$ cat config.mk
export PLATFORM = sky130hd
export DESIGN_NAME = hires_byte_color_decode_core_flat
export DESIGN_NICKNAME = d
export VERILOG_FILES = /design/src/hbcd_pkg.sv /design/src/hbcd_req_if.sv /design/src/hbcd_rsp_if.sv /design/src/hires_byte_color_decode_core.sv /design/src/flat_wrapper.sv
export SDC_FILE = /design/constraint.sdc
export NUM_CORES = 1
export LEC_CHECK = 0
export BUFFER_PORTS_ARGS = -buffer_cell sky130_fd_sc_hd__buf_2
export CAP_MARGIN = 15
export CORE_UTILIZATION = 57
export DETAILED_ROUTE_END_ITERATION = 7
export PLACE_DENSITY = 0.78
export REMOVE_ABC_BUFFERS = 1
export SYNTH_ARGS = -nofsm -noshare
export SYNTH_HDL_FRONTEND = slang
export SYNTH_SLANG_ARGS = --single-unit
$ cat constraint.sdc
create_clock -name clock -period 1.99 [get_ports clock]
set_input_delay 0.398 -clock clock [delete_from_list [all_inputs] [get_ports clock]]
set_output_delay 0.398 -clock clock [all_outputs]
set_load 0.02 [all_outputs]
$ cat src/hbcd_pkg.sv
// hbcd_pkg: shared types, codes and per-pixel color functions of the
// hi-res byte color decoder. No dependencies.
`default_nettype none

package hbcd_pkg;

   typedef logic [2:0] color_type;
   typedef logic [1:0] mode_type;
   typedef logic [6:0][2:0] pix_row_type;

   localparam color_type C_BLACK  = 3'd0;
   localparam color_type C_WHITE  = 3'd1;
   localparam color_type C_PURPLE = 3'd2;
   localparam color_type C_GREEN  = 3'd3;
   localparam color_type C_BLUE   = 3'd4;
   localparam color_type C_RED    = 3'd5;

   localparam mode_type MODE_MONO   = 2'd0;
   localparam mode_type MODE_COLOR  = 2'd1;
   localparam mode_type MODE_INTERP = 2'd2;
   localparam mode_type MODE_RESET  = MODE_COLOR;

   localparam int PIX_COUNT = 7;
   localparam int GROUP_BIT = 7;   // bit 7 of the byte, mask 0x80
   localparam logic [6:0] ODD_POS = 7'b0101010;

   typedef struct packed {
      logic [7:0] pattern_byte;
      logic       column_odd;
   } req_type;

   typedef struct packed {
      color_type pixel_color_0;
      color_type pixel_color_1;
      color_type pixel_color_2;
      color_type pixel_color_3;
      color_type pixel_color_4;
      color_type pixel_color_5;
      color_type pixel_color_6;
   } rsp_type;

   // Raw colors before mode handling: runs of two or more set bits are white.
   function automatic pix_row_type base_colors(logic [7:0] b, logic odd);
      logic [8:0]  ext;
      pix_row_type px;
      color_type   pg;
      color_type   pb;
      ext = {1'b0, b[6:0], 1'b0};
      pg  = b[GROUP_BIT] ? C_RED  : C_GREEN;
      pb  = b[GROUP_BIT] ? C_BLUE : C_PURPLE;
      for (int k = 0; k < PIX_COUNT; k++) begin
         if (!ext[k+1]) begin
            px[k] = C_BLACK;
         end else if (ext[k] || ext[k+2]) begin
            px[k] = C_WHITE;
         end else begin
            px[k] = (ODD_POS[k] != odd) ? pg : pb;
         end
      end
      return px;
   endfunction

   // Gap fill for a black pixel between left and right neighbors.
   function automatic color_type gap_fill(color_type l, color_type r, color_type fill);
      color_type c;
      if (l != C_BLACK && r != C_BLACK && (l != C_WHITE || r != C_WHITE)) begin
         c = (l != C_WHITE) ? l : r;
      end else if (l == C_WHITE && r == C_WHITE) begin
         c = fill;
      end else begin
         c = C_BLACK;
      end
      return c;
   endfunction

endpackage

`default_nettype wire

$ cat src/hbcd_req_if.sv
// hbcd_req_if: input item channel (valid/ready plus byte and column parity).
// Depends on hbcd_pkg.
`default_nettype none

interface hbcd_req_if;
   import hbcd_pkg::*;

   logic    valid;
   logic    ready;
   req_type data;

   modport source (output valid, output data, input ready);
   modport sink   (input valid, input data, output ready);
endinterface

`default_nettype wire

$ cat src/hbcd_rsp_if.sv
// hbcd_rsp_if: result item channel (valid/ready plus seven pixel colors).
// Depends on hbcd_pkg.
`default_nettype none

interface hbcd_rsp_if;
   import hbcd_pkg::*;

   logic    valid;
   logic    ready;
   rsp_type data;

   modport source (output valid, output data, input ready);
   modport sink   (input valid, input data, output ready);
endinterface

`default_nettype wire

$ cat src/hires_byte_color_decode_core.sv
// hires_byte_color_decode_core: three-stage hi-res byte to pixel color decoder.
// Depends on hbcd_pkg, hbcd_req_if and hbcd_rsp_if.
//
//  channel  | dir | handshake     | payload
//  ---------+-----+---------------+-------------------------------------------
//  req_ch   | in  | valid/ready   | pattern_byte[7:0], column_odd
//  rsp_ch   | out | valid/ready   | pixel_color_0 .. pixel_color_6 [2:0]
//  csr_*    | in  | csr_wr_en     | csr_wr_data[1:0] = pix_mode
//
// An item passes the stage 1, 2 and 3 registers before it raises rsp_ch.valid;
// one item per cycle unless a low rsp_ch.ready stalls the output.
// Stage 1 builds raw hues/whites, stage 2 applies mono or the odd-position
// gap pass, stage 3 the even-position pass and drives the output register.
// Each stage holds its item while the next is full; ready ripples back from
// rsp_ch.ready, so a stall loses and repeats nothing.
// Synchronous reset clears all valid bits and sets pix_mode to plain color.
`default_nettype none

module hires_byte_color_decode_core (
   input  wire logic              clock,
   input  wire logic              reset,
   hbcd_req_if.sink               req_ch,
   hbcd_rsp_if.source             rsp_ch,
   input  wire logic              csr_wr_en,
   input  wire hbcd_pkg::mode_type csr_wr_data
);
   import hbcd_pkg::*;

   // config register
   mode_type    mode_ff, mode_in;

   // stage 1: raw colors
   logic        v1_ff, v1_in;
   pix_row_type px1_ff;
   color_type   fa1_ff, fb1_ff;   // first/second pass fill
   mode_type    m1_ff;

   // stage 2: mono or first gap pass
   logic        v2_ff, v2_in;
   pix_row_type px2_ff, px2_in;
   color_type   fb2_ff;
   mode_type    m2_ff;

   // stage 3: second gap pass, output register
   logic        v3_ff, v3_in;
   pix_row_type px3_ff, px3_in;

   logic        adv1, adv2, adv3;
   color_type   pg, pb;

   // a stage takes a new item when empty or when its item moves on
   assign adv3 = !v3_ff || rsp_ch.ready;
   assign adv2 = !v2_ff || adv3;
   assign adv1 = !v1_ff || adv2;
   assign req_ch.ready = adv1;

   assign mode_in = csr_wr_en ? csr_wr_data : mode_ff;
   assign v1_in   = adv1 ? req_ch.valid : v1_ff;
   assign v2_in   = adv2 ? v1_ff : v2_ff;
   assign v3_in   = adv3 ? v2_ff : v3_ff;

   assign pg = req_ch.data.pattern_byte[GROUP_BIT] ? C_RED  : C_GREEN;
   assign pb = req_ch.data.pattern_byte[GROUP_BIT] ? C_BLUE : C_PURPLE;

   always_ff @(posedge clock) begin
      if (reset) begin
         mode_ff <= MODE_RESET;
         v1_ff   <= 1'b0;
         v2_ff   <= 1'b0;
         v3_ff   <= 1'b0;
      end else begin
         mode_ff <= mode_in;
         v1_ff   <= v1_in;
         v2_ff   <= v2_in;
         v3_ff   <= v3_in;
      end
   end

   // stage 1 payload
   always_ff @(posedge clock) begin
      if (adv1) begin
         px1_ff <= base_colors(req_ch.data.pattern_byte, req_ch.data.column_odd);
         fa1_ff <= req_ch.data.column_odd ? pg : pb;
         fb1_ff <= req_ch.data.column_odd ? pb : pg;
         m1_ff  <= mode_ff;
      end
   end

   // stage 2: odd positions only read even neighbors, which this pass keeps
   always_comb begin
      px2_in = px1_ff;
      if (m1_ff == MODE_MONO) begin
         for (int k = 0; k < PIX_COUNT; k++) begin
            if (px1_ff[k] != C_BLACK) px2_in[k] = C_WHITE;
         end
      end else if (m1_ff == MODE_INTERP) begin
         for (int k = 1; k <= 5; k += 2) begin
            if (px1_ff[k] == C_BLACK) begin
               px2_in[k] = gap_fill(px1_ff[k-1], px1_ff[k+1], fa1_ff);
            end
         end
      end
   end

   always_ff @(posedge clock) begin
      if (adv2) begin
         px2_ff <= px2_in;
         fb2_ff <= fb1_ff;
         m2_ff  <= m1_ff;
      end
   end

   // stage 3: positions 2 and 4 from the updated odd neighbors
   always_comb begin
      px3_in = px2_ff;
      if (m2_ff == MODE_INTERP) begin
         for (int k = 2; k <= 4; k += 2) begin
            if (px2_ff[k] == C_BLACK) begin
               px3_in[k] = gap_fill(px2_ff[k-1], px2_ff[k+1], fb2_ff);
            end
         end
      end
   end

   always_ff @(posedge clock) begin
      if (adv3) begin
         px3_ff <= px3_in;
      end
   end

   assign rsp_ch.valid              = v3_ff;
   assign rsp_ch.data.pixel_color_0 = px3_ff[0];
   assign rsp_ch.data.pixel_color_1 = px3_ff[1];
   assign rsp_ch.data.pixel_color_2 = px3_ff[2];
   assign rsp_ch.data.pixel_color_3 = px3_ff[3];
   assign rsp_ch.data.pixel_color_4 = px3_ff[4];
   assign rsp_ch.data.pixel_color_5 = px3_ff[5];
   assign rsp_ch.data.pixel_color_6 = px3_ff[6];

`ifndef SYNTH
   a_reset_clears: assert property (@(posedge clock)
      $past(reset) |-> (!v1_ff && !v2_ff && !v3_ff))
      else $error("valid bits not cleared by reset");

   a_s1_holds: assert property (@(posedge clock) disable iff (reset)
      (v1_ff && !adv2) |=> (v1_ff && $stable(px1_ff)))
      else $error("stage 1 item dropped or changed during stall");

   a_mono_bw: assert property (@(posedge clock) disable iff (reset)
      (v2_ff && m2_ff == MODE_MONO) |->
         (px2_ff[0] <= C_WHITE && px2_ff[1] <= C_WHITE && px2_ff[2] <= C_WHITE &&
          px2_ff[3] <= C_WHITE && px2_ff[4] <= C_WHITE && px2_ff[5] <= C_WHITE &&
          px2_ff[6] <= C_WHITE))
      else $error("hue left in monochrome mode");

   a_color_range: assert property (@(posedge clock) disable iff (reset)
      v3_ff |->
         (px3_ff[0] <= C_RED && px3_ff[1] <= C_RED && px3_ff[2] <= C_RED &&
          px3_ff[3] <= C_RED && px3_ff[4] <= C_RED && px3_ff[5] <= C_RED &&
          px3_ff[6] <= C_RED))
      else $error("pixel color code out of range");
`endif

endmodule

`default_nettype wire
$ cat src/flat_wrapper.sv
// flat-port wrapper written by rule: the top's interface ports become plain ports
module hires_byte_color_decode_core_flat import hbcd_pkg::*;
  (clock, reset, csr_wr_en, csr_wr_data, req_ch_valid, req_ch_data, req_ch_ready, rsp_ch_valid, rsp_ch_data, rsp_ch_ready);
  hbcd_req_if req_ch_i ();
  hbcd_rsp_if rsp_ch_i ();
  input  wire logic clock;
  input  wire logic reset;
  input  wire logic csr_wr_en;
  input  wire hbcd_pkg::mode_type csr_wr_data;
  input wire logic [$bits(req_ch_i.valid)-1:0] req_ch_valid;
  input wire logic [$bits(req_ch_i.data)-1:0] req_ch_data;
  output wire logic [$bits(req_ch_i.ready)-1:0] req_ch_ready;
  output wire logic [$bits(rsp_ch_i.valid)-1:0] rsp_ch_valid;
  output wire logic [$bits(rsp_ch_i.data)-1:0] rsp_ch_data;
  input wire logic [$bits(rsp_ch_i.ready)-1:0] rsp_ch_ready;
  assign req_ch_i.valid = req_ch_valid;
  assign req_ch_i.data = req_ch_data;
  assign req_ch_ready = req_ch_i.ready;
  assign rsp_ch_valid = rsp_ch_i.valid;
  assign rsp_ch_data = rsp_ch_i.data;
  assign rsp_ch_i.ready = rsp_ch_ready;
  hires_byte_color_decode_core u_core (.clock(clock), .reset(reset), .req_ch(req_ch_i), .rsp_ch(rsp_ch_i), .csr_wr_en(csr_wr_en), .csr_wr_data(csr_wr_data));
endmodule
* After elaboration in Yosys (flattened, before gate mapping) *
Index checks and enable logic that the tools add are counted.

storage, ports and cells
  register bits = 81
  output and inout bits = 23
  word-level logic and storage cells = 164

operators by class
  equal/unequal tests = 16
  mux-type cells = 50
  bitwise operators = 7
  reduce and logical (&&, ||, !) cells = 54

operators with widths
  operator              count
  $mux W3               43
  $reduce_bool A3 Y1    10
  $eq A3 B1 Y1 const B  7
  $ne A3 B1 Y1 const B  7
  $logic_and A1 B1 Y1   15
  $logic_not A3 Y1      5
  $reduce_or A2 Y1      7
  $logic_or A1 B1 Y1    13
  $mux W1               7
  $not A1 Y1            7
  $eq A2 B2 Y1 const B  2
  $logic_not A1 Y1      3
  $logic_not A2 Y1      1

* Logic depth before layout (Yosys ltp) *
Gate-level depths: netlist (run 1).

  depth after elaboration = 7
  gate-level depth with buffers = 5
  mapped depth without buffers = 4

* Worst setup path after synthesis (run 1) *
OpenSTA, ideal clock, no wires.

  path kind = reg-to-reg
  start point = reg u_core.v3_ff (netlist: u_core.rsp_ch.valid)
  end point = reg u_core.fa1_ff[0] (enable)
  library setup time = 0.487 ns
  arrival = 1.392 ns
  data required time = 1.503 ns
  setup slack = 0.111 ns
  stages on the path, launching flop included = 4
  path buffers = 0
  cells stage by stage = dfxtp_1 > nor2b_1 > and2_1 > nand2_1

between the ends
  longest elaborated chain between the ends = 4

ends and longest elaborated chain
  item                      line                                source
  start: declaration        hires_byte_color_decode_core.sv:45  logic v3_ff, v3_in;
  start signal: assignment  hires_byte_color_decode_core.sv:75  v3_ff <= v3_in;
  $logic_not A1 Y1          hires_byte_color_decode_core.sv:52  assign adv3 = !v3_ff || rsp_ch.ready;
  $logic_or A1 B1 Y1        hires_byte_color_decode_core.sv:52
  $logic_or A1 B1 Y1        hires_byte_color_decode_core.sv:53  assign adv2 = !v2_ff || adv3;
  $logic_or A1 B1 Y1        hires_byte_color_decode_core.sv:54  assign adv1 = !v1_ff || adv2;
  named net req_ch_ready    flat_wrapper.sv:12                  output wire logic [$bits(req_ch_i.ready)-1:0] req_ch_ready;
  end signal: assignment    hires_byte_color_decode_core.sv:83  fa1_ff <= req_ch.data.column_odd ? pg : pb;
  end: declaration          hires_byte_color_decode_core.sv:35  color_type fa1_ff, fb1_ff;

The timed path passes the listed nets, and every way through them passes these cells.
A chain may end at the register's enable or synchronous reset.

* Worst setup path in the final report (run 1) *
  start point = reg u_core.v3_ff (netlist: u_core.rsp_ch.valid)
  end point = out req_ch_ready

between the ends
  longest elaborated chain between the ends = 4

ends and longest elaborated chain
  item                line
  $logic_not A1 Y1    hires_byte_color_decode_core.sv:52
  $logic_or A1 B1 Y1  hires_byte_color_decode_core.sv:52
  $logic_or A1 B1 Y1  hires_byte_color_decode_core.sv:53
  $logic_or A1 B1 Y1  hires_byte_color_decode_core.sv:54
  end: declaration    flat_wrapper.sv:12

Every way passes these cells.

==> results of run 1 <==
==> layer usage <==
| layer | GRT usage | up-vias |
|---|---|---|
| li1 | - | 1066 |
| met1 | 0.261 | 1008 |
| met2 | 0.312 | 100 |
| met3 | 0.0379 | 17 |
| met4 | 0.135 | 0 |
| met5 | 0 | - |
==> final cells by class <==
class	count	area [sq um]
clock inverters	6	85.1
inverters	13	48.8
repair buffers	39	198
fillers	428	1770
clock buffers	10	128
flip-flops and latches	79	2320
multi-input cells	161	970
well taps	72	90.1
==> worst max-delay path: stages, from the launching register on <==
cell and delay [ns]:
dfxtp_1 0.32, nor2b_1 0.19, and2_1 0.21, nand2_1 0.12, buf_2 0.18
==> synth_stat cells (2+ instances only) <==
cell / instances / area, sq um
edfxtp_1: 74 / 2220
nor2_1: 27 / 101
o21ai_0: 20 / 100
inv_1: 13 / 48.8
and3_1: 10 / 62.6
nand2_1: 10 / 37.5
a31oi_1: 8 / 50.1
nor3_1: 8 / 40.0
and2_1: 7 / 43.8
nor2b_1: 7 / 43.8
a21boi_0: 6 / 45.0
a21o_1: 6 / 45.0
dfxtp_1: 5 / 100
nor3b_1: 5 / 37.5
clkbuf_1: 4 / 15.0
nand4_1: 4 / 25.0
a41oi_1: 3 / 26.3
o21a_1: 3 / 22.5
o21bai_1: 3 / 22.5
o31ai_1: 3 / 22.5
or2_1: 3 / 18.8
a21oi_1: 2 / 10.0
nand3_1: 2 / 10.0
nor4_1: 2 / 12.5
o211ai_1: 2 / 15.0
or2_2: 2 / 12.5
xor2_1: 2 / 17.5
==> through the flow <==
stage | utilization | hold slack [ns]
floorplan | - | 0.400
global placement | 0.647 | 0.407
detailed placement | 0.647 | 0.405
CTS | 0.685 | 0.242
global route | 0.685 | 0.267
finish | 0.685 | 0.260
==> worst paths after layout <==
| kind | start | endpoint | slack (ns) | cells past startpoint |
|---|---|---|---|---|
| max | u_core.rsp_ch.valid$_SDFFE_PP0P_ | req_ch_ready | 0.23 | 4 |
| min | csr_wr_data[0] | u_core.mode_ff[0]$_SDFFE_PP1P_ | 0.26 | 2 |
| max reg2reg | u_core.rsp_ch.valid$_SDFFE_PP0P_ | u_core.px2_ff[7]$_DFFE_PP_ | 0.31 | 3 |
| min reg2reg | u_core.px2_ff[0]$_DFFE_PP_ | u_core.rsp_ch.data[18]$_DFFE_PP_ | 0.42 | 0 |
==> registers in the layout, indices dropped and copies added (netlist names) <==
| signal | flops |
|---|---|
| u_core.fa1_ff | 2 |
| u_core.fb1_ff | 2 |
| u_core.fb2_ff | 3 |
| u_core.m1_ff | 2 |
| u_core.m2_ff | 2 |
| u_core.mode_ff | 2 |
| u_core.px1_ff | 21 |
| u_core.px2_ff | 21 |
| u_core.rsp_ch.data | 21 |
| u_core.rsp_ch.valid | 1 |
| u_core.v1_ff | 1 |
| u_core.v2_ff | 1 |
==> logic make-up (layout without fill, tap and decap cells) <==
kind of cell / after synthesis / in the layout / synth area share
xor+xnor: 2 / 2 / 0.00519
compound gates: 64 / 64 / 0.128
flops: 79 / 79 / 0.688
mux: 1 / 1 / 0.00296
buf+inv: 20 / 68 / 0.0252
simple gates: 94 / 94 / 0.151
==> power by group <==
group	internal, W	switching (W)	leakage (nW)
Clock	0.000702	0.000544	0.104
Combinational	0.0000949	0.000135	0.560
Sequential	0.00190	0.0000702	0.893
==> results.sh, run 1 <==
export IMPL_status="finished, final reports clean"
export IMPL_dieArea_sq_um=6240
export IMPL_antenna_found_initial=0
export IMPL_worst_ep_required_time_ns=1.59
export IMPL_post_place_ws_ns=0.202
export IMPL_path_class="register to output pin"
export IMPL_wl_per_cell_um=15.0
export IMPL_period_share=0.883
export IMPL_cts_sinks=79
export IMPL_tritoncts="built"
export IMPL_synth_seq_area_share=0.688
export IMPL_endpoint_kind="output pin"
export IMPL_cts_root_buf="clkbuf_8"
export IMPL_rows=27
export IMPL_post_cts_setup_buffers=0
export IMPL_wl_mm=5.70
export IMPL_report_final_slew_viol_count=0
export IMPL_route_met2_wl_mm=2.76
export IMPL_die_x_um=79.0
export IMPL_timing_fmax_mhz=569
export IMPL_drt_pass1_iter_count=4
export IMPL_netlist_area_sq_um=3380
export IMPL_drv_cap=0
export IMPL_final_cells=380
export IMPL_ys_ff_latch=79
export IMPL_coreArea_sq_um=5610
export IMPL_start_util=0.602
export IMPL_placed_cell_area_sq_um=3630
export IMPL_drt_iter0_drc=119
export IMPL_p_total_w=0.00345
export IMPL_die_height_um=79.0
export IMPL_crit_arrival_ns=1.36
export IMPL_synth_edf_count=74
export IMPL_layout_setup_ws_ns=0.232
export IMPL_final_area_sq_um=3840
export IMPL_dp_cells=364
export IMPL_drt_met1_wl_mm=2.47
export IMPL_ys_flop_type="edfxtp_1"
export IMPL_tightestPinTransition_ns=0.897
export IMPL_nNetsFinal=319
export IMPL_grt_overflow_total=0
export IMPL_grt_util_all_layers=0.202
export IMPL_cts_inserted_buffers=9
export IMPL_insertion_delay_ns=0.33
export IMPL_netlist_instances=260
export IMPL_drcViolationCount=0
export IMPL_clock_path_buffers=2
export IMPL_viasPerCell=5.77
export IMPL_hp_class="input port to register"
export IMPL_syn_to_final_growth_pct=13.7
export IMPL_gp_congestion=0.886
export IMPL_ctsResizeCount=0
export IMPL_path_max_fanout=4
export IMPL_peakVddDrop_mv=0.576
export IMPL_diodes=0
export IMPL_cts_clk_slew_worst_paths_ns=0.08
export IMPL_mostFrequentLayoutCell="edfxtp_1"
export IMPL_slew_headroom=0.402
export IMPL_startpoint_type="register"
export IMPL_num_vias=2191
export IMPL_yosys_warnings=0
export IMPL_io_pin_count=39
export IMPL_fin_skew_ns=0.00566
export IMPL_grt_pass1_vias=2022
export IMPL_synthArstFlopShare=0
export IMPL_cts_hold_buf=0
export IMPL_layout_common_cells="edfxtp_1, buf_2, nor2_1"
export IMPL_setup_violations_final=0
export IMPL_power_density_nw_per_um2=898
export IMPL_grt_max_degree=28
export IMPL_wl_met3_um=307
export IMPL_htreeDepth=3
export IMPL_top_layer="met4"
export IMPL_ys_types=46
export IMPL_leakage_nw=1.56
export IMPL_rsz0062_at_grt="false"
export IMPL_avgSynthCellArea_sq_um=13.0
export IMPL_drive_gt1_frac=0.195
export IMPL_place_hpwl_mm=3.96
export IMPL_ant_nets=0
export IMPL_period_minus_slack_ns=1.76
export IMPL_finalSetupTns_ns=0
export IMPL_numPortBuffers=38
export IMPL_grt_pass1_wl_mm=9.40
export IMPL_hold_viol=0
Power figures use the tool's default switching activity.
==> run 2, diff against run 1 <==
--- a/config.mk
+++ b/config.mk
@@ -5,12 +5,15 @@
 export SDC_FILE = /design/constraint.sdc
 export NUM_CORES = 1
 export LEC_CHECK = 0
+export ABC_AREA = 1
 export BUFFER_PORTS_ARGS = -buffer_cell sky130_fd_sc_hd__buf_2
 export CAP_MARGIN = 15
-export CORE_UTILIZATION = 57
+export CORE_MARGIN = 2
+export CORE_UTILIZATION = 58
 export DETAILED_ROUTE_END_ITERATION = 7
-export PLACE_DENSITY = 0.78
+export PLACE_DENSITY = 0.79
 export REMOVE_ABC_BUFFERS = 1
 export SYNTH_ARGS = -nofsm -noshare
 export SYNTH_HDL_FRONTEND = slang
 export SYNTH_SLANG_ARGS = --single-unit
+export TNS_END_PERCENT = 100
==> results.sh, run 2 <==
export IMPL_gp_congestion=0.956
export IMPL_dp_cells=440
export IMPL_num_fill_cells=465
export IMPL_r2r_worst_path_cells=7
export IMPL_r2r_start="u_core.px2_ff[11]$_DFFE_PP_"
export IMPL_post_route_util=0.674
export IMPL_path_class="register to output pin"
export IMPL_synth_compound_area_share=0.0733
export IMPL_grt_overflow_total=0
export IMPL_switching_share=0.229
export IMPL_p_clk_frac=0.325
export IMPL_grt_pass1_wl_mm=9.89
export IMPL_numPortBuffers=38
export IMPL_post_cts_setup_buffers=0
export IMPL_muxShareOfSynthArea=0
export IMPL_post_place_ws_ns=0.471
export IMPL_startpoint_type="register"
export IMPL_viasPerCell=5.09
export IMPL_synth_top_cells_by_count="edfxtp_1, nand2_1, inv_1, nor2_1, a21oi_1"
export IMPL_p_comb_frac=0.088
export IMPL_seq_power_share=0.587
export IMPL_avgSynthCellArea_sq_um=10.6
export IMPL_use_met1=0.243
export IMPL_hold_path_cell_count=2
export IMPL_drcViolationCount=0
export IMPL_rsz0062_at_grt="false"
export IMPL_num_vias=2320
export IMPL_synth_xor_xnor_area_share=0
export IMPL_nNetsFinal=392
export IMPL_fin_skew_ns=0.00732
export IMPL_peakVddDrop_mv=0.572
export IMPL_period_share=0.826
export IMPL_start_util=0.590
export IMPL_hold_viol=0
export IMPL_yosys_area_top_type="edfxtp_1"
export IMPL_r2r_end="u_core.rsp_ch.data[13]$_DFFE_PP_"
export IMPL_switchingPower_w=0.000765
export IMPL_synth_top_family_by_area="simple AND/OR/NAND/NOR gates"
export IMPL_report_final_slew_viol_count=0
export IMPL_synthArstFlopShare=0
export IMPL_min_to="u_core.v1_ff$_SDFFE_PP0P_"
export IMPL_netlist_area_sq_um=3430
export IMPL_rows=28
export IMPL_grt_util_all_layers=0.205
export IMPL_cts_clk_slew_worst_paths_ns=0.07
export IMPL_ys_top_cells_by_area="edfxtp_1, nand2_1, inv_1"
export IMPL_place_hpwl_mm=4.36
export IMPL_die_x_um=80.9
export IMPL_dieArea_sq_um=6540
export IMPL_ys_ff_latch=79
export IMPL_power_density_nw_per_um2=852
export IMPL_yosys_area_share_adder=0
export IMPL_antenna_found_initial=0
export IMPL_min_from="reset"
export IMPL_timing_fmax_mhz=608
export IMPL_tritoncts="built"
export IMPL_cts_hold_buf=0
export IMPL_final_area_sq_um=3920
export IMPL_layout_setup_ws_ns=0.346
export IMPL_status="finished, final reports clean"
export IMPL_cts_inserted_buffers=9
export IMPL_netlist_instances=324
export IMPL_finalSetupTns_ns=0
export IMPL_path_max_fanout=3
export IMPL_slew_headroom=0.689
export IMPL_drive_gt1_frac=0.205
export IMPL_yosys_warnings=0
export IMPL_insertion_delay_ns=0.34
export IMPL_grt_most_used_layer="met2"
export IMPL_yosys_area_share_simple=0.190
export IMPL_die_height_um=80.9
export IMPL_mostFrequentLayoutCell="edfxtp_1"
export IMPL_synth_edf_count=74
export IMPL_drt_pass1_iter_count=5
export IMPL_p_int_w=0.00257
export IMPL_worst_ep_required_time_ns=1.59
export IMPL_leakage_nw=1.79
export IMPL_ys_flop_type="edfxtp_1"
export IMPL_diodes=0
export IMPL_ys_types=25
export IMPL_coreArea_sq_um=5820
export IMPL_hp_class="input port to register"
export IMPL_ctsResizeCount=0
export IMPL_drv_cap=0
export IMPL_drt_iter0_drc=137
export IMPL_wl_per_cell_um=12.9
export IMPL_grt_max_degree=27
export IMPL_ant_nets=0
export IMPL_grt_use_met3=0.0511
export IMPL_yosysTopAreaCellShare=0.648
export IMPL_reg2reg_slack_ns=0.52
export IMPL_endpoint_kind="output pin"
export IMPL_crit_arrival_ns=1.25
export IMPL_syn_to_final_growth_pct=14.3
export IMPL_met2_usage=0.350
export IMPL_synth_most_common_cell="edfxtp_1"
export IMPL_cts_sinks=79
export IMPL_tightestPinTransition_ns=0.463
export IMPL_final_cells=456
export IMPL_layout_common_cells="edfxtp_1, nand2_1, inv_1"
export IMPL_period_minus_slack_ns=1.64
export IMPL_clock_path_buffers=2
export IMPL_placed_cell_area_sq_um=3740
export IMPL_wl_mm=5.90
export IMPL_htreeDepth=3
export IMPL_setup_violations_final=0
export IMPL_synth_seq_area_share=0.677
export IMPL_io_pin_count=39
export IMPL_cts_root_buf="clkbuf_8"
export IMPL_grt_pass1_vias=2235
==> run 2: kinds of logic (layout without fill, tap and decap cells) <==
logic type | count (synthesis) | after routing
AOI/OAI and AO/OA | 43 | 43
buffers and inverters | 54 | 111
DFF | 79 | 79
and+or+nand+nor | 148 | 148
==> run 2: layer usage <==
layer	part of all wire	wire, um
met1	0.41	2420
met2	0.52	3080
met4	0.012	72
met5	0	0
met3	0.056	328
==> run 2: cell type report <==
| type | instances | area [sq um] | share of cell area |
|---|---|---|---|
| clock buffer | 11 | 131 | 0.0335 |
| clock inverter | 5 | 48.8 | 0.0124 |
| inverter | 52 | 195 | 0.0498 |
| multi-input combinational | 191 | 902 | 0.230 |
| sequential | 79 | 2320 | 0.592 |
| tap | 75 | 93.8 | 0.0239 |
| timing repair buffer | 43 | 228 | 0.0581 |
==> run 2: power by group through the flow <==
stage | logic [W] | clock network [W] | registers (W)
after floorplan | 0.000159 | 0 | 0.00203
after global placement | 0.000283 | 0 | 0.00199
after detailed placement | 0.000292 | 0 | 0.00200
after CTS | 0.000294 | 0.00111 | 0.00196
after global routing | 0.000332 | 0.00118 | 0.00197
final | 0.000294 | 0.00109 | 0.00196
==> run 2: how the worst max path moves through the flow <==
stage	from	endpoint	slack (ns)	cells past startpoint
CTS	u_core.rsp_ch.valid$_SDFFE_PP0P_	req_ch_ready	0.30	4
detailed placement	rsp_ch_ready	req_ch_ready	0.47	6
global route	u_core.rsp_ch.valid$_SDFFE_PP0P_	req_ch_ready	0.21	4
floorplan	u_core.rsp_ch.valid$_SDFFE_PP0P_	u_core.fa1_ff[0]$_DFFE_PP_	-0.30	3
global placement	rsp_ch_ready	req_ch_ready	0.47	6
finish	u_core.rsp_ch.valid$_SDFFE_PP0P_	req_ch_ready	0.35	4
==> run 2: worst max-delay path: stages (launching register included) <==
cell and delay [ns]:
dfxtp_1 0.33, nand2_1 0.07, nor2_1 0.15, nand2_1 0.16, buf_2 0.20
==> run 2: stage by stage <==
step                      hold slack [ns]  total power, W
after global routing                0.237         0.00348
after detailed placement            0.405         0.00229
after CTS                           0.229         0.00336
after global placement              0.403         0.00228
final                               0.246         0.00334
after floorplan                     0.400         0.00218
